--- src/rlls_mul.sv ---
`timescale 1ns / 1ps
// ----------------------------------------------------------------------------
// rlls_mul
// Iterative signed multiplier, one bit of the second operand per cycle.
// ----------------------------------------------------------------------------
module rlls_mul #(
  parameter int OPW = 44
) (
  input  logic                      clk,
  input  logic                      rst_n,
  input  logic                      start,
  input  logic signed [OPW-1:0]     op_a,
  input  logic signed [OPW-1:0]     op_b,
  output logic                      done,
  output logic signed [2*OPW-1:0]   prod
);

  localparam int PW = 2 * OPW;
  localparam int CNW = $clog2(OPW + 1);

  logic            busy_r, busy_nxt;
  logic            done_r, done_nxt;
  logic [CNW-1:0]  cnt_r, cnt_nxt;
  logic [PW-1:0]   ma_r, ma_nxt;
  logic [OPW-1:0]  mb_r, mb_nxt;
  logic [PW-1:0]   acc_r, acc_nxt;
  logic            neg_r, neg_nxt;

  always_comb begin
    busy_nxt = busy_r;
    done_nxt = 1'b0;
    cnt_nxt  = cnt_r;
    ma_nxt   = ma_r;
    mb_nxt   = mb_r;
    acc_nxt  = acc_r;
    neg_nxt  = neg_r;
    if (start) begin
      busy_nxt = 1'b1;
      cnt_nxt  = '0;
      ma_nxt   = PW'(op_a[OPW-1] ? OPW'(-op_a) : OPW'(op_a));
      mb_nxt   = op_b[OPW-1] ? OPW'(-op_b) : OPW'(op_b);
      acc_nxt  = '0;
      neg_nxt  = op_a[OPW-1] ^ op_b[OPW-1];
    end else if (busy_r) begin
      if (mb_r[0]) begin
        acc_nxt = acc_r + ma_r;
      end
      ma_nxt  = {ma_r[PW-2:0], 1'b0};
      mb_nxt  = {1'b0, mb_r[OPW-1:1]};
      cnt_nxt = cnt_r + 1'b1;
      if (cnt_r == CNW'(OPW - 1)) begin
        busy_nxt = 1'b0;
        done_nxt = 1'b1;
      end
    end
  end

  always_ff @(posedge clk) begin
    if (!rst_n) begin
      busy_r <= 1'b0;
      done_r <= 1'b0;
      cnt_r  <= '0;
    end else begin
      busy_r <= busy_nxt;
      done_r <= done_nxt;
      cnt_r  <= cnt_nxt;
    end
    ma_r  <= ma_nxt;
    mb_r  <= mb_nxt;
    acc_r <= acc_nxt;
    neg_r <= neg_nxt;
  end

  assign done = done_r;
  assign prod = neg_r ? $signed(-acc_r) : $signed(acc_r);

endmodule

--- config.mk ---
export PLATFORM = sky130hd
export DESIGN_NAME = rlls_mul
export DESIGN_NICKNAME = d
export VERILOG_FILES = /design/src/rlls_mul.sv
export SDC_FILE = /design/constraint.sdc
export NUM_CORES = 1
export LEC_CHECK = 0
export BUFFER_PORTS_ARGS = -buffer_cell sky130_fd_sc_hd__clkbuf_2
export CORE_MARGIN = 2
export CORE_UTILIZATION = 52
export CTS_CLUSTER_SIZE = 28
export DETAILED_ROUTE_END_ITERATION = 8
export PLACE_DENSITY = 0.72
export RECOVER_POWER = 100
export SLEW_MARGIN = 20
export SYNTH_ARGS = -nofsm -noshare
export SYNTH_HDL_FRONTEND = slang
export SYNTH_SLANG_ARGS = --single-unit
--- constraint.sdc ---
create_clock -name clk -period 8.85 [get_ports clk]
set_input_delay 1.77 -clock clk [delete_from_list [all_inputs] [get_ports clk]]
set_output_delay 1.77 -clock clk [all_outputs]
set_load 0.03 [all_outputs]
==> run metrics, run 1 <==
status finished, violations left; failing checks capacitance limit, slew limit; Syn Area/Cell 8.08 um2; drt initial violations 1574; reg2reg end acc_r[84]; WS Path Type in2reg; Worst VDD drop 0.158 mV; Nets 2501; Worst Setup End Kind flop; Hold Startpoint cnt_r[5]; reg2reg setup slack 4770 ps; endpoints failing setup 0; Worst Reg2Reg Path Length in Cells 10; port bufs 179; largest family of logic cells by synthesized area compound AO/OA/AOI/OAI gates; Hold Vio Cnt, Final 0; cts bufs inserted 27; WP buf/inv 3; EDFF count, synth 133; grt ovf 0; CP dominant cell by count clkbuf_1; post-synthesis sequential area ratio 0.330; Crit-path slowest cell clkbuf_1; post-synthesis adder-cell area fraction 0.0646; Worst Path Required between 9000 and 10000 ps; simple-gate share of the synthesized area 0.194; num rows between 60 and 70; Core ar. about 34000 um2; Synth Instances around 2200; Max-cap violations 8; final core utilization 0.578; post-synthesis compound-gate area fraction 0.248; layout cells sized above 1 0.0778; Final Wtd Congestion 0.961; GRT Total Usage 0.294; clk root buf clkbuf_16; router iterations before antenna repair 5; Worst Tran Pin Value 3640 ps; Lkg Pwr 7.72 nW; Slew HR -1.43; hold path depth 2; count leader, synth a21oi_1; crit-path cells clkbuf_1 > clkbuf_2 > nor2_1 > clkbuf_1 > a32oi_1 > nand3_1; Final ANT Viol Nets 0; mux share of post-synthesis cell area 0.00509; Syn. warnings 0; pin count of the biggest net entering global routing 109; worst-case clock buffer depth 3; die width about 190 um; Synth area leader edfxtp_1; H-tree depth 1; vias per inst roughly 6; clock-pin slew on the worst setup and hold paths about 60 ps; Layout area overhead 10.3%; WHS Endpoint cnt_r[5]; final max-slew violation count 530; total I/O pin count 180; Period Utilization, post-route 0.814; hold crit path type reg2reg; Post-synth top cells a21oi_1 (261), nand2_1 (257), o21ai_0 (209); Reg-to-Reg Start ma_r[11]; final WL 54.3 mm; vias in the first global route about 16000; Setup Skew 10.3 ps; Post-Synth XOR/XNOR Area 0.115; Area contributors post-synth edfxtp_1 (22%), dfxtp_1 (11%), a21oi_1 (7.3%); Post-Syn Nets roughly 2400; CTS Sinks about 230; setup bufs post-CTS 0; min Tclk post-route 7200 ps; Post-CTS Resized 0; diode count 0; critical path's top delay family buffers and inverters; Setup TNS Final 0 ps; wire per inst approximately 20 um; RSZ-0062 raised after global routing false; critical path fanouts, max around 110; Yosys cell types 82; Max Clk Rate roughly 140 MHz; #FFs+latches synth roughly 230; Netlist Area Pre-Place 17900 um2; Pwr per Cell Area a little under 200 nW/um2; CTS Hold Buffers Added 0; CTS tree built; DRC errors left 0; fill count ~3200; initial antenna violation count 0; die height 190 um; Worst Path Arrival 7620 ps; Die ar. 36000 um2; global-route wire length before repair 85.3 mm; initial core utilization 0.523; hpwl dp about 40 mm; top-area cell type share of the netlist area 0.223; CP Launch Type input pin; Crit path largest cell delay 2330 ps; Synth async-reset ratio 0; vias 17200; Primary FF master, synth edfxtp_1; Worst-Skew Late Latency 550 ps
-- how the worst max path moves through the flow --
stage,from,endpoint,cells after the start
6_report,start,acc_r[86],6
5_1_grt,start,acc_r[86],6
4_1_cts,acc_r[10],prod[70],10
3_5_place_dp,acc_r[10],prod[70],10
3_3_place_gp,acc_r[10],prod[70],10
2_1_floorplan,start,ma_r[0],3
-- logic make-up after synthesis --
group,after synthesis
AOI/OAI and AO/OA,729
DFF,229
adders and majority gates,92
xor gates and xnor gates,236
muxes,9
buffers and inverters,205
and+or+nand+nor,721
-- where the power goes --
group / leakage, nW / switching [W] / internal (W)
Clock: 0.463 / 0.000485 / 0.000696
Combinational: 5.13 / 0.000886 / 0.000419
Sequential: 2.13 / 0.000104 / 0.00125
-- layer usage --
metal  global-route usage  part of all wire  routed length (um)
met5                    0                 0                   0
met3               0.0483             0.078                4220
met2                0.475              0.44               24100
met4               0.0868             0.032                1750
met1                0.405              0.45               24200
-- sequential cells by signal (all words and copies together) (netlist names) --
register / cells
acc_r: 88
busy_r: 1
cnt_r: 6
done: 1
ma_r: 88
mb_r: 44
neg_r: 1
-- tightest hold or removal path, stage by stage, from the launching register on --
cell	delay, ps
dfxtp_1	320
o21ai_0	70
a21oi_1	60
-- cells in the final DEF, fill, tap and decap left out, types with 18 or more instances in the layout --
cell,instances
a21o_1,37
a21oi_1,261
a31oi_1,18
clkbuf_1,95
clkbuf_16,31
clkbuf_2,94
dfxtp_1,96
edfxtp_1,133
ha_1,91
inv_1,84
nand2_1,255
nand3_1,42
nand4_1,48
nor2_1,174
nor3_1,37
nor4_1,20
o21ai_0,211
o21bai_1,24
o31ai_1,51
o41ai_1,28
or3_1,32
or4_1,30
xnor2_1,125
xor2_1,111
-- stage by stage --
step                instances  worst slack, ps  power [W]  instance area [um2]  hold WS (ps)
floorplan                2221             3360    0.00229                17900           443
global placement         2744             3130    0.00265                19000           470
detailed placement       2744             2960    0.00267                19000           493
CTS                      2794             2370    0.00385                20000           498
global route             2794             1160    0.00401                19800           526
finish                   2794             1650    0.00383                19800           496
-- layout make-up --
class | count | area [um2] | share of cell area
inverters | 85 | 319 | 0.0161
well taps | 455 | 569 | 0.0287
multi-input cells | 1787 | 11200 | 0.567
repair buffers | 188 | 835 | 0.0421
flip-flops and latches | 229 | 5920 | 0.299
clock buffers | 35 | 791 | 0.0399
clock inverters | 15 | 153 | 0.00771
Note: power is estimated with default switching activity, not from simulation.
==> run 2, diff against run 1 <==
Clock period 8.85 ns to 7.4 ns, I/O delays scaled along.
==> run metrics, run 2 (synthesis results as in run 1) <==
Pint about 0.0030 W; port bufs 179; Max Clk Rate 151 MHz; wire per inst 19.5 um; DP Cell Count between 2000 and 3000; cts bufs inserted 28; Nets ~2500; die height 190 um; Crit path largest cell delay between 1000 and 1500 ps; hpwl dp 40.5 mm; vias in the first global route 16200; crit-path cells or4_1 > or4b_1 > nor4_1 > nand3_1 > or4_1 > nor2_4 > nand3_2 > o41ai_1 > xnor2_1 > clkbuf_2; Slew HR -1.05; diode count 0; setup bufs post-CTS 0; WS Path Type reg2out; critical path fanouts, max 7; H-tree depth 1; vias per inst 6.12; Setup TNS Final 0 ps; final WL 54.5 mm; CP dominant cell by count or4_1; met3 wire len about 4.6 mm; Multi-input gate area 11200 um2; CTS tree built; WP buf/inv 1; Clk network pwr share 0.329; wire length on met1 24.1 mm; CP Launch Type flop; Period Utilization, post-route 0.896; Setup Skew 31.3 ps; pin count of the biggest net entering global routing 73; WL met2 24.3 mm; Reg power frac 0.342; Worst Tran Pin Value 3070 ps; Pwr per Cell Area 237 nW/um2; endpoints failing setup 0; global-route wire length before repair 86.0 mm; Final Wtd Congestion 0.969; grt ovf 0; Layout Cells excl Fill 2800; critical path's top delay family simple AND/OR/NAND/NOR gates; layout cells sized above 1 0.0802; die width about 190 um; total I/O pin count 180; Final ANT Viol Nets 0; Worst VDD drop 0.189 mV; Post-CTS Resized 0; top flop regs acc_r x88, ma_r x88, mb_r x44; highest-count cells in the layout ignoring fill and taps a21oi_1 (261), nand2_1 (256), o21ai_0 (211), nor2_1 (174), edfxtp_1 (133); CTS Hold Buffers Added 0; clock-pin slew on the worst setup and hold paths 60 ps; GRT Total Usage 0.297; Worst-Skew Late Latency about 590 ps; Max-cap violations 7; sequential cell area 5920 um2; status finished, violations left; combinational power share 0.329; vias 17100; Lkg Pwr 7.80 nW; RSZ-0062 raised after global routing false; P_sw 0.00176 W; worst-case clock buffer depth 3; router iterations before antenna repair 6; Crit-path slowest cell nor4_1; hold crit path type reg2reg; switching part of the total 0.372; num rows 68; Layout area overhead 11.2%; final max-slew violation count 341; clk root buf clkbuf_16; initial antenna violation count 0; Worst Path Arrival approximately 5000 ps; Top Layer Used met4; final core utilization 0.582; Hold Vio Cnt, Final 0; initial core utilization 0.523; most common cell after layout, fill and taps aside a21oi_1; Die ar. 36000 um2; fill count 3183; drt initial violations around 1500; DRC errors left 0; Core ar. 34300 um2; Worst Setup End Kind primary output; failing checks capacitance limit, slew limit; CTS Sinks 229; min Tclk post-route 6630 ps; final total power 0.00473 W; Worst Path Required 5920 ps
==> run 2: changes by cell type in the layout (fill, tap and decap cells not counted), moves of 2 or more <==
cell / change
bufinv_16: +3
clkinv_4: -2
buf_4: +6
clkbuf_8: +7
inv_6: -5
clkbuf_1: -2
==> run 2: worst paths after layout <==
check | from | endpoint | slack [ps] | depth (start not counted)
max | acc_r[10] | prod[87] | 770 | 10
min reg2reg | cnt_r[5] | cnt_r[5] | 500 | 2
max reg2reg | ma_r[17] | acc_r[62] | 3410 | 10
min | cnt_r[5] | cnt_r[5] | 500 | 2
==> run 2: worst reg2reg max path: stages, from the launching register on <==
cell	delay, ps
edfxtp_1	460
ha_1	470
nand2_1	110
o21ai_0	300
o31ai_1	100
o21ai_0	520
o211ai_1	250
o41ai_1	860
a31oi_1	290
or4_1	460
nand3_1	100
==> run 2: per-layer routing <==
metal / vias up / GRT usage
li1: 8333 / -
met5: - / 0
met2: 706 / 0.484
met4: 0 / 0.0844
met3: 97 / 0.0513
met1: 8007 / 0.408
==> run 2: power by group through the flow <==
stage | registers (W) | clock network (W) | logic [W]
final | 0.00161 | 0.00156 | 0.00156
after detailed placement | 0.00163 | 0 | 0.00156
after CTS | 0.00161 | 0.00157 | 0.00157
after global placement | 0.00163 | 0 | 0.00155
after global routing | 0.00163 | 0.00162 | 0.00170
after floorplan | 0.00159 | 0 | 0.00115
==> run 2: per-stage QoR <==
step	setup WS, ps	instance area, um2	hold WS [ps]
after floorplan	2200	17900	443
after global placement	2120	19100	471
after detailed placement	2020	19100	489
after CTS	1390	20100	498
after global routing	590	20000	538
final	772	20000	501
==> run 2: final cells by class <==
class / count / area share
inverter: 85 / 0.0160
clock buffer: 41 / 0.0432
sequential: 229 / 0.297
tap: 455 / 0.0285
multi-input combinational: 1787 / 0.562
clock inverter: 11 / 0.0104
timing repair buffer: 192 / 0.0437
==> run 3, diff against run 2 <==
==> constraint.sdc (replaced) <==
create_clock -name clk -period 7.4 [get_ports clk]
set_input_delay 1.48 -clock clk [delete_from_list [all_inputs] [get_ports clk]]
set_output_delay 1.48 -clock clk [all_outputs]
set_load 0.005 [all_outputs]
==> run metrics, run 3 (synthesis results as in run 1) <==
status finished, violations left; failing checks capacitance limit, slew limit; Nets 2503; Worst Tran Pin Value around 3200 ps; Setup TNS Final 0 ps; Crit-path slowest cell nor4_1; crit-path cells or4_1 > or4b_1 > nor4_1 > nand3_1 > or4_1 > nor2_1 > nand3_2 > o31ai_1 > xnor2_1 > clkbuf_2; Worst Path Required 5920 ps; H-tree depth 1; vias per inst about 6.1; setup bufs post-CTS 0; WP buf/inv 1; die width 190 um; die height between 150 and 200 um; Max Clk Rate 154 MHz; most common cell after layout, fill and taps aside a21oi_1; initial core utilization 0.523; GRT Total Usage 0.294; final instance area 19900 um2; Final ANT Viol Nets 0; Worst Setup End Kind primary output; Worst VDD drop about 0.16 mV; final max-slew violation count 404; Lkg Pwr 7.85 nW; CTS Sinks roughly 230; Hold Vio Cnt, Final 0; cts bufs inserted 26; highest-count cells in the layout ignoring fill and taps a21oi_1 (261), nand2_1 (254), o21ai_0 (210), nor2_1 (176), edfxtp_1 (133); Post-CTS Resized 0; hold crit path type reg2reg; initial antenna violation count 1; num rows 68; CP Launch Type flop; total I/O pin count 180; hpwl dp a little over 40 mm; RSZ-0062 raised after global routing false; CTS tree built; vias in the first global route 15900; WS Path Type reg2out; worst-case clock buffer depth 3; top flop regs acc_r x88, ma_r x88, mb_r x44; Die ar. about 36000 um2; Max-cap violations 6; CTS Hold Buffers Added 0; Final Wtd Congestion about 0.92; reg2reg setup slack 3380 ps; Pwr per Cell Area 222 nW/um2; pin count of the biggest net entering global routing 103; port bufs 179; vias 17200; drt initial violations around 1500; Period Utilization, post-route 0.875; Post-DP Area approximately 19000 um2; Worst Path Arrival 5000 ps; Core ar. about 34000 um2; layout cells sized above 1 0.0932; Worst-Skew Late Latency 550 ps; Layout area overhead 10.8%; wire per inst 19.5 um; clk root buf clkbuf_16; router iterations before antenna repair 6; Setup Skew 21.7 ps; critical path fanouts, max 7; final WL about 55 mm; DRC errors left 0; clock-pin slew on the worst setup and hold paths 60 ps; min Tclk post-route 6480 ps; diode count 0; global-route wire length before repair 85.1 mm; Crit path largest cell delay ~1100 ps; critical path's top delay family simple AND/OR/NAND/NOR gates; CP dominant cell by count or4_1; Slew HR -1.16; endpoints failing setup 0; grt ovf 0
-- run 3: path summary, 6_finish.rpt --
| check | from | end | cells past startpoint |
|---|---|---|---|
| min | cnt_r[5] | cnt_r[5] | 2 |
| max reg2reg | ma_r[8] | acc_r[84] | 10 |
| max | acc_r[10] | prod[69] | 10 |
| min reg2reg | cnt_r[5] | cnt_r[5] | 2 |
-- run 3: worst reg2reg max path, stage by stage (launching register included) --
cell and delay (ps):
edfxtp_1 440, ha_1 440, nand4_1 140, or3_1 330, o21a_1 220, a21oi_1 360
o22ai_1 270, o41ai_1 900, o21ba_1 350, mux2i_1 210, a31oi_1 100
-- run 3: final cells by class --
cell class / instances / area (um2)
Inverter: 85 / 319
Sequential cell: 229 / 5920
Clock inverter: 17 / 285
Multi-Input combinational cell: 1787 / 11200
Fill cell: 3244 / 14400
Timing Repair Buffer: 191 / 907
Clock buffer: 31 / 689
Tap cell: 455 / 569
-- run 3: layer usage --
| layer | track usage | routed length (um) | vias to the layer above | share of wire |
|---|---|---|---|---|
| li1 | - | - | 8334 | - |
| met1 | 0.412 | 24300 | 8072 | 0.45 |
| met2 | 0.472 | 24500 | 671 | 0.45 |
| met3 | 0.0358 | 3980 | 108 | 0.073 |
| met4 | 0.0960 | 1710 | 0 | 0.031 |
| met5 | 0 | 0 | - | 0 |
-- run 3: stage by stage --
step	std cells	setup WS, ps	power (W)	hold slack [ps]	utilization
final	2795	923	0.00442	493	0.580
after global routing	2795	685	0.00464	514	0.580
after CTS	2795	1560	0.00445	497	0.585
after detailed placement	2747	2090	0.00297	489	0.556
after global placement	2747	2200	0.00295	472	0.556
after floorplan	2221	2200	0.00252	443	-
-- run 3: power by group --
part	internal (W)	leakage [nW]	total [W]	switching, W
clock network	0.000913	0.466	0.00147	0.000559
registers	0.00149	2.13	0.00161	0.000124
logic	0.000506	5.26	0.00134	0.000834
