**config.mk**
```make
export PLATFORM = sky130hd
export DESIGN_NAME = rlls_div
export DESIGN_NICKNAME = d
export VERILOG_FILES = /design/src/rlls_div.sv
export SDC_FILE = /design/constraint.sdc
export NUM_CORES = 1
export LEC_CHECK = 0
export ABC_CLOCK_PERIOD_IN_PS = 3570
export BUFFER_PORTS_ARGS = -buffer_cell sky130_fd_sc_hd__buf_4
export CORE_MARGIN = 5
export CORE_UTILIZATION = 30
export CTS_CLUSTER_SIZE = 8
export DETAILED_ROUTE_END_ITERATION = 16
export GPL_TIMING_DRIVEN = 0
export HOLD_SLACK_MARGIN = 0.05
export PLACE_DENSITY = 0.46
export SLEW_MARGIN = 15
export SYNTH_ARGS = -nofsm -noshare
export SYNTH_HDL_FRONTEND = slang
export SYNTH_SLANG_ARGS = --single-unit
export TNS_END_PERCENT = 30
```
**constraint.sdc**
```tcl
create_clock -name clk -period 3.57 [get_ports clk]
set_input_delay 0.357 -clock clk [delete_from_list [all_inputs] [get_ports clk]]
set_output_delay 0.357 -clock clk [all_outputs]
set_load 0.02 [all_outputs]
```
**src/rlls_div.sv**
```systemverilog
`timescale 1ns / 1ps
// ----------------------------------------------------------------------------
// rlls_div
// Restoring divider, one quotient bit per cycle, saturated to 32 bits signed.
// ----------------------------------------------------------------------------
module rlls_div #(
  parameter int NUMW = 105,
  parameter int DENW = 88
) (
  input  logic                   clk,
  input  logic                   rst_n,
  input  logic                   start,
  input  logic signed [NUMW-1:0] num,
  input  logic [DENW-1:0]        den,
  output logic                   done,
  output logic signed [31:0]     quot
);

  localparam int CNW = $clog2(NUMW + 1);

  logic            busy_r, busy_nxt;
  logic            done_r, done_nxt;
  logic [CNW-1:0]  cnt_r, cnt_nxt;
  logic [NUMW-1:0] sh_r, sh_nxt;
  logic [DENW-1:0] rem_r, rem_nxt;
  logic [DENW-1:0] den_r, den_nxt;
  logic [32:0]     q_r, q_nxt;
  logic            ovf_r, ovf_nxt;
  logic            neg_r, neg_nxt;
  logic [DENW:0]   trial;
  logic            ge;

  always_comb begin
    busy_nxt = busy_r;
    done_nxt = 1'b0;
    cnt_nxt  = cnt_r;
    sh_nxt   = sh_r;
    rem_nxt  = rem_r;
    den_nxt  = den_r;
    q_nxt    = q_r;
    ovf_nxt  = ovf_r;
    neg_nxt  = neg_r;
    trial    = {rem_r, sh_r[NUMW-1]};
    ge       = trial >= {1'b0, den_r};
    if (start) begin
      busy_nxt = 1'b1;
      cnt_nxt  = '0;
      sh_nxt   = num[NUMW-1] ? NUMW'(-num) : NUMW'(num);
      rem_nxt  = '0;
      den_nxt  = den;
      q_nxt    = '0;
      ovf_nxt  = 1'b0;
      neg_nxt  = num[NUMW-1];
    end else if (busy_r) begin
      rem_nxt = ge ? DENW'(trial - {1'b0, den_r}) : DENW'(trial);
      sh_nxt  = {sh_r[NUMW-2:0], 1'b0};
      q_nxt   = {q_r[31:0], ge};
      ovf_nxt = ovf_r | q_r[32];
      cnt_nxt = cnt_r + 1'b1;
      if (cnt_r == CNW'(NUMW - 1)) begin
        busy_nxt = 1'b0;
        done_nxt = 1'b1;
      end
    end
  end

  always_ff @(posedge clk) begin
    if (!rst_n) begin
      busy_r <= 1'b0;
      done_r <= 1'b0;
      cnt_r  <= '0;
    end else begin
      busy_r <= busy_nxt;
      done_r <= done_nxt;
      cnt_r  <= cnt_nxt;
    end
    sh_r  <= sh_nxt;
    rem_r <= rem_nxt;
    den_r <= den_nxt;
    q_r   <= q_nxt;
    ovf_r <= ovf_nxt;
    neg_r <= neg_nxt;
  end

  always_comb begin
    if (neg_r) begin
      if (ovf_r || q_r > 33'h080000000) begin
        quot = 32'sh80000000;
      end else begin
        quot = $signed(32'(-q_r));
      end
    end else begin
      if (ovf_r || q_r > 33'h07FFFFFFF) begin
        quot = 32'sh7FFFFFFF;
      end else begin
        quot = $signed(q_r[31:0]);
      end
    end
  end

  assign done = done_r;

endmodule

```
==> metrics.md, run 1 <==
| Metric | Value |
|---|---|
| Clock skew | `0.02781 ns` |
| Sequential area share after synthesis | `between 30% and 40%` |
| Syn_area_per_cell | `between 8 and 9 µm²` |
| First-pass GRT wire length | `about 130000 µm` |
| Die height | `approximately 280 µm` |
| Leading area contributor after synthesis | `edfxtp_1` |
| Tmin final | `4.383 ns` |
| Drt drc | `0` |
| Starting Density | `30.08%` |
| Routed len/inst | `between 20 and 25 µm` |
| Critical path class | `flop to primary output` |
| Slew Viols, Final | `0` |
| F_max | `228.2 MHz` |
| Crit path max fanout | `3` |
| CORE AREA | `roughly 73000 µm²` |
| Internal power | `8.209 mW` |
| Final setup fails | `41` |
| Leakage | `approximately 12 nW` |
| CP endpoint kind | `primary output` |
| Post-Synthesis Cell Area | `approximately 22000 µm²` |
| Initial antenna violation count | `4` |
| Routed vias | `21676` |
| Ys async rst share | `0%` |
| IO Pins | `roughly 230` |
| Switching power | `3.864 mW` |
| Grt total ovfl | `0` |
| Clock latency on the worst-skew pair | `0.60 ns` |
| Place WS | `-1.883 ns` |
| Router iterations before antenna repair | `5` |
| Detail Route Antenna Nets | `0` |
| Largest net degree at the start of global routing | `between 90 and 100` |
| Final setup margin | `-0.8128 ns` |
| Area share of the leading cell type in the synthesized netlist | `approximately a quarter` |
| Power Density | `a little over 400 nW/µm²` |
| R2r startpoint | `den_r[2]$_DFFE_PP_` |
| Post-synth EDFFs | `194` |
| Vias in the first global route | `about 22000` |
| Total Die Area | `approximately 78000 µm²` |
| Worst reg2reg setup slack | `-0.24 ns` |
| Area grow syn2layout | `37.06%` |
| Root Buffer Master | `clkbuf_16` |
| Final Hold Violating Endpoints | `0` |
| CTS clk-pin slew, worst paths | `approximately 0.05 ns` |
| Post-layout util | `41.23%` |
| Max IR drop VDD | `~0.27 mV` |
| Nets | `about 3300` |
| Starting DRT DRC Count | `approximately 1400` |
| Status | `finished with violations` |
| Clock power share | `around 36%` |
| CTS buffer count | `47` |
| Total Routing Usage GR | `between 20% and 30%` |
| Crit path to | `quot[31]` |
| CTS Buffer Depth | `3` |
| Flop pwr share | `a little under two fifths` |
| Warnings from Yosys | `0` |
| Max Cap Viol | `0` |
| Rel. slew slack | `~21%` |
| R2R cell count | `13` |
| Chip Width | `~280 µm` |
| Routed WL | `about 85000 µm` |
| Final Power | `about 12 mW` |
| CP arrival | `~4.0 ns` |
| Startpoint Class | `flop` |
| Min-delay worst type | `input pin to flop` |
| Total negative slack | `-21.36 ns` |
| Post-synthesis cell count | `~2600` |
| Failing checks | `negative setup slack` |
| Core Rows | `about 100` |
| Worst hold margin | `about 0.13 ns` |
| Clock sink total | `325` |
| Primary FF master, synth | `edfxtp_1` |
| RSZ-0062 raised after global routing | `true` |
| Worst setup startpoint | `q_r[0]$_SDFFE_PP0P_` |
| CTS tree | `built` |
| I/O Buffers | `228` |
| Slew @ Worst Pin | `between 1 and 1.5 ns` |
| Final period utilization | `122.8%` |
| Synth unique cells | `just over 80` |
| Routed vias/inst | `5.449` |
| Synth top area cells | `edfxtp_1 (27%), dfxtp_1 (12%), a21oi_1 (6.3%)` |
| HPWL Detailed | `~60000 µm` |
| Flops & latches, synth | `~330` |
| Syn Nets | `roughly 2800` |
| Routability Congestion | `just over 0.9` |
| Share of cells above drive strength 1 | `23.03%` |
| Switching share of total power | `approximately a third` |
| Worst path required time | `around 3.2 ns` |
| End of the worst register-to-register path | `rem_r[76]$_SDFFE_PP0P_` |
| H-tree depth | `2` |
| Logic pwr share | `a little over a quarter` |
## critical path, stage by stage, from the launching register on
cell,delay [ns]
dfxtp_4,0.37
or4_4,0.56
nor4_4,0.20
nand4_1,0.16
or4b_4,0.52
or3_4,0.35
or3_4,0.35
or3_4,0.35
nor3_2,0.13
xnor2_1,0.14
o21a_1,0.16
buf_6,0.13
## routing by layer
metal  up-vias  share of wire, %  global-route usage (%)
met5         -             0.040                       0
met1     10589                45                   28.01
met3       156               5.1                   2.542
met2       703                46                   34.03
met4         6               3.1                   6.573
li1      10222                 -                       -
## flip-flops by register name, indices dropped and copies added (netlist names)
signal / flops
busy_r: 1
ovf_r: 1
neg_r: 1
rem_r: 88
q_r: 33
den_r: 88
cnt_r: 7
done: 1
sh_r: 105
## cell families (layout without fill, tap and decap cells)
kind of cell | count (synthesis) | count (layout) | synth area share [%]
adders and majority gates | 94 | 94 | 5.421
other | 0 | 1 | 0
muxes | 70 | 70 | 3.312
xor gates and xnor gates | 169 | 169 | 6.779
AOI/OAI and AO/OA | 753 | 753 | 22.19
buffers and inverters | 292 | 752 | 5.019
and+or+nand+nor | 854 | 855 | 18.59
DFF | 325 | 325 | 38.69
## power groups by stage
stage               combinational [mW]  clock [mW]  sequential [mW]
floorplan                         1.70           0             4.49
global placement                  2.60           0             4.54
detailed placement                2.62           0             4.54
CTS                               2.96        4.44             4.47
global route                      3.56        4.60             4.51
finish                            3.28        4.31             4.48
## cell usage in the layout, fill, tap and decap left out, types with 59 or more instances in the layout
cell type / Yosys / layout
a21o_1: 59 / 59
a21oi_1: 277 / 250
buf_4: 0 / 288
clkbuf_1: 138 / 104
dfxtp_1: 131 / 127
dlygate4sd3_1: 0 / 89
edfxtp_1: 194 / 194
inv_1: 142 / 126
nand2_1: 206 / 192
nor2_1: 329 / 324
o21ai_0: 129 / 92
xor2_1: 129 / 128
## how the worst min path moves through the flow
| stage | start | end | slack, ns | cells after the start |
|---|---|---|---|---|
| 2_1_floorplan | rem_r[62]$_SDFFE_PP0P_ | rem_r[62]$_SDFFE_PP0P_ | 0.45 | 2 |
| 3_3_place_gp | rem_r[62]$_SDFFE_PP0P_ | rem_r[62]$_SDFFE_PP0P_ | 0.48 | 2 |
| 3_5_place_dp | rem_r[61]$_SDFFE_PP0P_ | rem_r[61]$_SDFFE_PP0P_ | 0.48 | 2 |
| 4_1_cts | num[104] | neg_r$_DFFE_PP_ | 0.08 | 1 |
| 5_1_grt | num[104] | neg_r$_DFFE_PP_ | 0.09 | 1 |
| 6_report | num[104] | neg_r$_DFFE_PP_ | 0.13 | 1 |
## metrics by stage
stage	cell area (µm²)	instances
2_1_floorplan	21860	2557
4_1_cts	28440	3936
3_3_place_gp	24770	3744
3_5_place_dp	24810	3745
6_report	29930	3978
5_1_grt	29930	3978
## synthesized netlist by cell type (10+ instances only)
library cell	instances
dfxtp_1	131
inv_1	142
or2_2	13
nor2_1	329
and3_1	16
ha_1	93
o311ai_0	27
xor2_1	129
o211ai_1	25
a21oi_1	277
edfxtp_1	194
o41ai_1	15
o31ai_1	33
o21ai_0	129
buf_1	11
nor4_1	28
nand2_1	206
o21bai_1	23
mux2_2	18
or3_1	33
or4_1	18
o211a_1	19
a21o_1	59
a211oi_1	52
o31a_1	11
o21a_1	10
clkbuf_1	138
nand3_1	25
nand4_1	57
mux2i_1	52
xnor2_1	40
nand2b_1	17
a311oi_1	12
nor3_1	51
## what timing repair did
item / CTS / global route
setup buffers: 51 / 44
gates resized for setup: 256 / 265
endpoints found under the hold margin: 89 / 0
pin swaps: 43 / 75
setup endpoints to repair: 131 / 128
hold buffers: 89 / 0
gates cloned: 2 / 3
## layout make-up
cell class                 instances  area, µm²
buffer                           107      611.8
clock inverter                     5      90.09
fill                            7364      42660
antenna                            1      2.502
sequential                       325       8456
inverter                         143      546.8
multi-input combinational       1941      14080
timing repair buffer             416       3630
tap                              959       1200
clock buffer                      81       1314
(Power assumes the default switching activity.)
==> run 2, diff against run 1 <==
--- a/config.mk
+++ b/config.mk
@@ -5,6 +5,7 @@
 export SDC_FILE = /design/constraint.sdc
 export NUM_CORES = 1
 export LEC_CHECK = 0
+export ABC_AREA = 1
 export ABC_CLOCK_PERIOD_IN_PS = 3570
 export BUFFER_PORTS_ARGS = -buffer_cell sky130_fd_sc_hd__buf_4
 export CORE_MARGIN = 5
==> run 2 against run 1 <==
Compared with the run above:
- the flow now finishes without violations
- design area increased by 4.1%
- clock skew fell by 0.0026 ns
- utilization shrank 4.1 points
- first-iteration DRC count rose by 31%
- worst hold slack lost 0.00050 ns
- synthesized area grew 17%
- critical path depth increased by 3
- final cell count increased by 39%
- flip-flop and latch count is the same
- critical path type unchanged
==> metrics.md, run 2 <==
| Metric | Value |
|---|---|
| Post-Synthesis Cell Area | `25440 µm²` |
| Tmin final | `3.416 ns` |
| Syn_area_per_cell | `6.422 µm²` |
| Met1 usage | `29.29%` |
| CP arrival | `between 3 and 4 ns` |
| DP Area | `28620 µm²` |
| Post-synth EDFFs | `between 150 and 200` |
| Nets | `around 4600` |
| RSZ-0062 raised after global routing | `true` |
| Flops & latches, synth | `~330` |
| Final setup margin | `between 0.15 and 0.2 ns` |
| Layer with the highest usage | `met2` |
| Synth top area cells | `edfxtp_1 (23%), nand2_1 (19%), dfxtp_1 (10%)` |
| H-tree depth | `2` |
| R2R cell count | `20` |
| Most frequent cells in the layout | `nand2_1 (1271), inv_1 (633), nor2_1 (517)` |
| Max IR drop VDD | `around 0.32 mV` |
| Total Die Area | `a little over 90000 µm²` |
| R2r startpoint | `den_r[7]$_DFFE_PP_` |
| Clock latency on the worst-skew pair | `0.63 ns` |
| Global routing usage on met2 | `roughly two fifths` |
| Final period utilization | `roughly 96%` |
| Largest register FFs | `roughly 110` |
| Leading area contributor after synthesis | `edfxtp_1` |
| Worst Hold Endpoint | `sh_r[97]$_DFFE_PP_` |
| Worst path required time | `3.21 ns` |
| Router iterations before antenna repair | `6` |
| End of the worst register-to-register path | `rem_r[86]$_SDFFE_PP0P_` |
| Worst Hold Depth | `3` |
| CP endpoint kind | `primary output` |
| Area grow syn2layout | `22.42%` |
| Routed WL | `approximately 110000 µm` |
| Slowest library cell on the worst path | `dfxtp_1` |
| Largest net degree at the start of global routing | `91` |
| Power Density | `between 300 and 400 nW/µm²` |
| CP cell instances | `inv_4, ha_2, nand3_4, nor2_4, nand3_1, inv_1, nand3_1, a21oi_2, nand2_2, nor2_4, inv_2, clkbuf_4, o221ai_1, buf_4` |
| Synth unique cells | `44` |
| Routability Congestion | `between 0.9 and 1` |
| Ys async rst share | `0%` |
| Most frequent cell after synthesis | `nand2_1` |
| Crit path max fanout | `10` |
| Drt drc | `0` |
| Primary FF master, synth | `edfxtp_1` |
| Routed len/inst | `roughly 19 µm` |
| Routed vias/inst | `around 4.8` |
| CTS buffer count | `between 40 and 50` |
| I/O Buffers | `around 230` |
| Total Routing Usage GR | `approximately 23%` |
| Warnings from Yosys | `0` |
| Starting DRT DRC Count | `roughly 1900` |
| Worst reg2reg setup slack | `0.20 ns` |
| Routed vias | `about 26000` |
| Max Cap Viol | `0` |
| First-pass GRT wire length | `157000 µm` |
| Final setup fails | `0` |
| Grt total ovfl | `0` |
| Slew @ Worst Pin | `between 0.9 and 1 ns` |
| Most flops, register | `sh_r` |
| Fin area | `31150 µm²` |
| Critical path class | `flop to primary output` |
| Slew Viols, Final | `0` |
| Post-synthesis cell count | `just under 4000` |
| Most frequent cells after synthesis | `nand2_1 (1272), inv_1 (636), nor2_1 (521)` |
| Rel. slew slack | `between 30% and 40%` |
| CTS Buffer Depth | `3` |
| HPWL Detailed | `86550 µm` |
| Share of cells above drive strength 1 | `about 9%` |
| Chip Width | `~300 µm` |
| Clock sink total | `about 330` |
| Biggest regs | `sh_r: 105 flops, den_r: 88 flops, rem_r: 88 flops` |
| Final Power | `approximately 10 mW` |
| Startpoint Class | `flop` |
| Leading cell type in the layout, fill and taps excluded | `nand2_1` |
| Core Rows | `approximately 110` |
| Status | `completed` |
| Syn Nets | `~4300` |
| Sequential area share after synthesis | `33.20%` |
| Die height | `between 300 and 400 µm` |
| Hold Crit Start | `num[97]` |
| Detail Route Antenna Nets | `0` |
| Place WS | `-0.3567 ns` |
| Final Hold Violating Endpoints | `0` |
| Initial antenna violation count | `15` |
| F_max | `about 290 MHz` |
| Vias in the first global route | `between 20000 and 30000` |
| Area share of the leading cell type in the synthesized netlist | `between 20% and 30%` |
| Post-layout util | `around 37%` |
| CTS tree | `built` |
| CTS clk-pin slew, worst paths | `roughly 0.060 ns` |
| Starting Density | `just over 30%` |
| Min-delay worst type | `input pin to flop` |
| Grt met3 use | `3.182%` |
| Clock skew | `~0.025 ns` |
| IO Pins | `about 230` |
| Leakage | `around 15 nW` |
| Root Buffer Master | `clkbuf_16` |
| Max incr delay on CP | `~0.36 ns` |
| CORE AREA | `roughly 84000 µm²` |
run 2: cell count changes after synthesis, moves of 32 or more:
cell,delta
a211oi_1,-51
nand2_1,+1066
or3_1,-33
a21o_1,-58
inv_1,+494
nand3_1,+140
nand4_1,+53
nor2_1,+192
mux2i_1,-52
a31oi_1,+32
clkbuf_1,-75
o22ai_1,+32
a21oi_1,-170
run 2: area by class of cell:
class | instances | area, µm²
Clock buffer | 83 | 1374
Sequential cell | 325 | 8448
Buffer | 97 | 417.9
Tap cell | 1134 | 1419
Timing Repair Buffer | 323 | 2676
Multi-Input combinational cell | 2878 | 14190
Inverter | 662 | 2487
Fill cell | 9475 | 52670
Clock inverter | 8 | 107.6
Antenna cell | 13 | 32.53
run 2: how the worst max path moves through the flow:
| stage | endpoint | from | slack [ns] |
|---|---|---|---|
| after global placement | sh_r[76]$_DFFE_PP_ | start | -1.83 |
| final | quot[17] | q_r[0]$_SDFFE_PP0P_ | 0.15 |
| after global routing | quot[17] | q_r[0]$_SDFFE_PP0P_ | -0.1 |
| after floorplan | sh_r[0]$_SDFFCE_PN0P_ | start | 0.88 |
| after CTS | quot[25] | q_r[0]$_SDFFE_PP0P_ | 0.007 |
| after detailed placement | sh_r[104]$_DFFE_PP_ | start | -0.36 |
run 2: logic make-up (layout without fill, tap and decap cells):
group | Yosys count | in the layout | synth area share (%)
buf+inv | 759 | 1173 | 11.34
other cells | 0 | 13 | 0
compound gates | 423 | 423 | 9.594
flops | 325 | 325 | 33.20
fa+ha+maj | 94 | 94 | 4.652
xor+xnor | 155 | 155 | 5.335
simple gates | 2206 | 2206 | 35.87
run 2: what timing repair did:
| action | in CTS | in global routing |
|---|---|---|
| resized for setup | 11 | 15 |
| endpoints found under the hold margin | 91 | 0 |
| cloned | 0 | 0 |
| hold buffers | 91 | 0 |
| buffers inserted | 1 | 2 |
| pin swaps | 1 | 2 |
| setup endpoints to repair | 51 | 30 |
run 2: worst max-delay path, delay by kind of cell (launching register included):
kind            cells  cell delay [ns]
buf+inv             5             0.67
fa+ha+maj           1             0.23
flops               1             0.36
compound gates      2             0.37
simple gates        6             0.80
run 2: where the power goes:
part | switching (mW) | leakage (nW) | internal, mW
clock | 1.91 | 0.704 | 2.63
sequential | 0.0636 | 2.99 | 4.25
combinational | 0.965 | 11.0 | 0.531
run 2: metal layers:
metal / vias to the layer above / routed length, µm
met5: - / 25
met4: 4 / 3255
met3: 165 / 5422
met2: 696 / 50080
met1: 12186 / 46930
li1: 13396 / -
run 2: through the flow:
step	setup TNS [ns]	hold WS, ns	cells
after floorplan	0	0.4457	3962
after global placement	-217.95	0.4622	5324
after detailed placement	-1.621	0.4603	5325
after CTS	0	0.07836	5508
after global routing	-0.2244	0.1069	5513
final	0	0.1259	5523
==> run 3, diff against run 2 <==
--- a/config.mk
+++ b/config.mk
@@ -14,7 +14,7 @@
 export DETAILED_ROUTE_END_ITERATION = 16
 export GPL_TIMING_DRIVEN = 0
 export HOLD_SLACK_MARGIN = 0.05
-export PLACE_DENSITY = 0.46
+export PLACE_DENSITY = 0.47
 export SLEW_MARGIN = 15
 export SYNTH_ARGS = -nofsm -noshare
 export SYNTH_HDL_FRONTEND = slang
==> run 3 against run 2 <==
Compared with the run above:
- worst hold slack lost 0.0030 ns
- clock power is 3% lower
- combinational power is essentially flat
- wire length rose by 0.37%
- clock skew rose by 0.017 ns
- global-route usage up 0.25 points
- critical path depth down 6
- register-to-register slack got worse by 0.06 ns
==> metrics.md, run 3 (synthesis gave the netlist of run 2 again) <==
| Metric | Value |
|---|---|
| Status | `completed` |
| Rel. slew slack | `about two fifths` |
| CP cell instances | `inv_1, nor4_1, nand4_1, o21ai_2, nand2_1, clkbuf_1, o211ai_1, buf_4` |
| Flop pwr share | `between 40 and 50%` |
| Core Rows | `roughly 110` |
| CTS Buffer Depth | `3` |
| Die height | `between 300 and 400 µm` |
| Tmin final | `3.538 ns` |
| HPWL Detailed | `87080 µm` |
| Clock sink total | `about 330` |
| Share of cells above drive strength 1 | `under 10%` |
| Initial antenna violation count | `9` |
| Most flops, register | `sh_r` |
| Logic pwr share | `roughly 15%` |
| Worst reg2reg setup slack | `about 0.14 ns` |
| Clock power share | `43.1%` |
| Startpoint Class | `flop` |
| Routed len/inst | `19.26 µm` |
| R2R cell count | `15` |
| Most frequent cells in the layout | `nand2_1 (1271), inv_1 (633), nor2_1 (518)` |
| Routed vias/inst | `approximately 4.8` |
| Drt drc | `0` |
| Starting Density | `30.36%` |
| Final Power | `just over 10 mW` |
| Grt total ovfl | `0` |
| Worst Hold Endpoint | `sh_r[38]$_DFFE_PP_` |
| Largest net degree at the start of global routing | `a little over 90` |
| Area grow syn2layout | `22.03%` |
| End of the worst register-to-register path | `rem_r[38]$_SDFFE_PP0P_` |
| Worst path required time | `~3.2 ns` |
| Power Density | `328.7 nW/µm²` |
| I/O Buffers | `around 230` |
| Routability Congestion | `between 0.9 and 1` |
| R2r startpoint | `den_r[2]$_DFFE_PP_` |
| Total Die Area | `90740 µm²` |
| Clock latency on the worst-skew pair | `0.61 ns` |
| Largest register FFs | `roughly 110` |
| Min-delay worst type | `input pin to flop` |
| Max incr delay on CP | `between 0.4 and 0.5 ns` |
| Detail Route Antenna Nets | `0` |
| Clock skew | `~0.042 ns` |
| F_max | `282.6 MHz` |
| Switching share of total power | `between 20 and 30%` |
| First-pass GRT wire length | `between 150000 and 200000 µm` |
| IO Pins | `229` |
| Worst Hold Depth | `3` |
| H-tree depth | `2` |
| Max Cap Viol | `0` |
| Router iterations before antenna repair | `6` |
| CTS buffer count | `48` |
| CP endpoint kind | `primary output` |
| CTS clk-pin slew, worst paths | `about 0.050 ns` |
| CP arrival | `approximately 3.2 ns` |
| Slew @ Worst Pin | `between 0.8 and 0.9 ns` |
| WL met1 | `47460 µm` |
| Critical path class | `flop to primary output` |
| Vias in the first global route | `between 20000 and 30000` |
| Chip Width | `approximately 300 µm` |
| Nets | `between 4000 and 5000` |
| Total Routing Usage GR | `a little under a quarter` |
| Leakage | `around 15 nW` |
| Met2 WL post-DR | `about 50000 µm` |
| Routed vias | `26448` |
| Met3 routed WL | `~5200 µm` |
| Leading cell type in the layout, fill and taps excluded | `nand2_1` |
| Routed WL | `about 110000 µm` |
| Hold Crit Start | `num[38]` |
| Switching power | `about 2.8 mW` |
| Post-layout util | `between 30% and 40%` |
| CORE AREA | `83820 µm²` |
| Max IR drop VDD | `0.2825 mV` |
| Internal power | `7.383 mW` |
| Crit path max fanout | `10` |
| Total negative slack | `0 ns` |
| CTS tree | `built` |
| Starting DRT DRC Count | `1998` |
| Final period utilization | `slightly below 100%` |
| FILL cells | `approximately 9400` |
| Final setup fails | `0` |
| Final Hold Violating Endpoints | `0` |
| Biggest regs | `sh_r: 105 flops, den_r: 88 flops, rem_r: 88 flops` |
| Slowest library cell on the worst path | `nor4_1` |
| Slew Viols, Final | `0` |
| Root Buffer Master | `clkbuf_16` |
| Top layer in use | `met5` |
run 3: area by class of cell:
class	instances	area (µm²)	area share, %
multi-input combinational	2878	14160	45.61
inverter	662	2487	8.011
tap	1134	1419	4.569
clock inverter	6	62.56	0.2015
clock buffer	80	1373	4.420
sequential	325	8448	27.21
antenna	4	10.01	0.03224
buffer	97	412.9	1.330
timing repair buffer	323	2676	8.619
run 3: how the worst max path moves through the flow:
stage                        endpoint                  from
4_1_cts        rem_r[13]$_SDFFE_PP0P_    den_r[2]$_DFFE_PP_
2_1_floorplan   sh_r[0]$_SDFFCE_PN0P_                 start
3_5_place_dp      sh_r[104]$_DFFE_PP_                 start
3_3_place_gp       sh_r[75]$_DFFE_PP_                 start
5_1_grt                       quot[3]   q_r[1]$_SDFFE_PP0P_
6_report                     quot[27]  q_r[24]$_SDFFE_PP0P_
run 3: power by group through the flow:
stage / logic [mW] / registers (mW) / clock network [mW]
after floorplan: 0.782 / 4.37 / 0
after global placement: 1.41 / 4.39 / 0
after detailed placement: 1.41 / 4.38 / 0
after CTS: 1.50 / 4.31 / 4.58
after global routing: 1.65 / 4.33 / 4.72
final: 1.50 / 4.31 / 4.40
run 3: critical path: cells and delay by family (launching register included):
family          cells  cell delay (ns)
flops               1             0.39
compound gates      2             0.63
buf+inv             3             0.63
simple gates        3             0.90
run 3: repair_timing:
action,CTS,global route
pin swaps,1,1
hold endpoints to repair,91,0
hold buffers,91,0
endpoints found under the setup margin,29,29
cloned,0,0
buffers inserted,1,2
gates resized for setup,9,9
run 3: stage by stage:
step	worst slack (ns)	cell area (µm²)	hold slack [ns]	instances
global route	-0.005705	31040	0.1288	5506
finish	0.03156	31050	0.1230	5509
detailed placement	-0.1078	28620	0.4635	5325
CTS	0.003940	31000	0.08345	5503
floorplan	0.8793	25450	0.4457	3962
global placement	-1.691	28580	0.4605	5324
run 3: routing by layer:
metal / GRT usage, % / vias up
met2: 39.43 / 656
met4: 6.375 / 6
met5: 0 / -
met3: 2.714 / 142
li1: - / 13400
met1: 30.05 / 12244
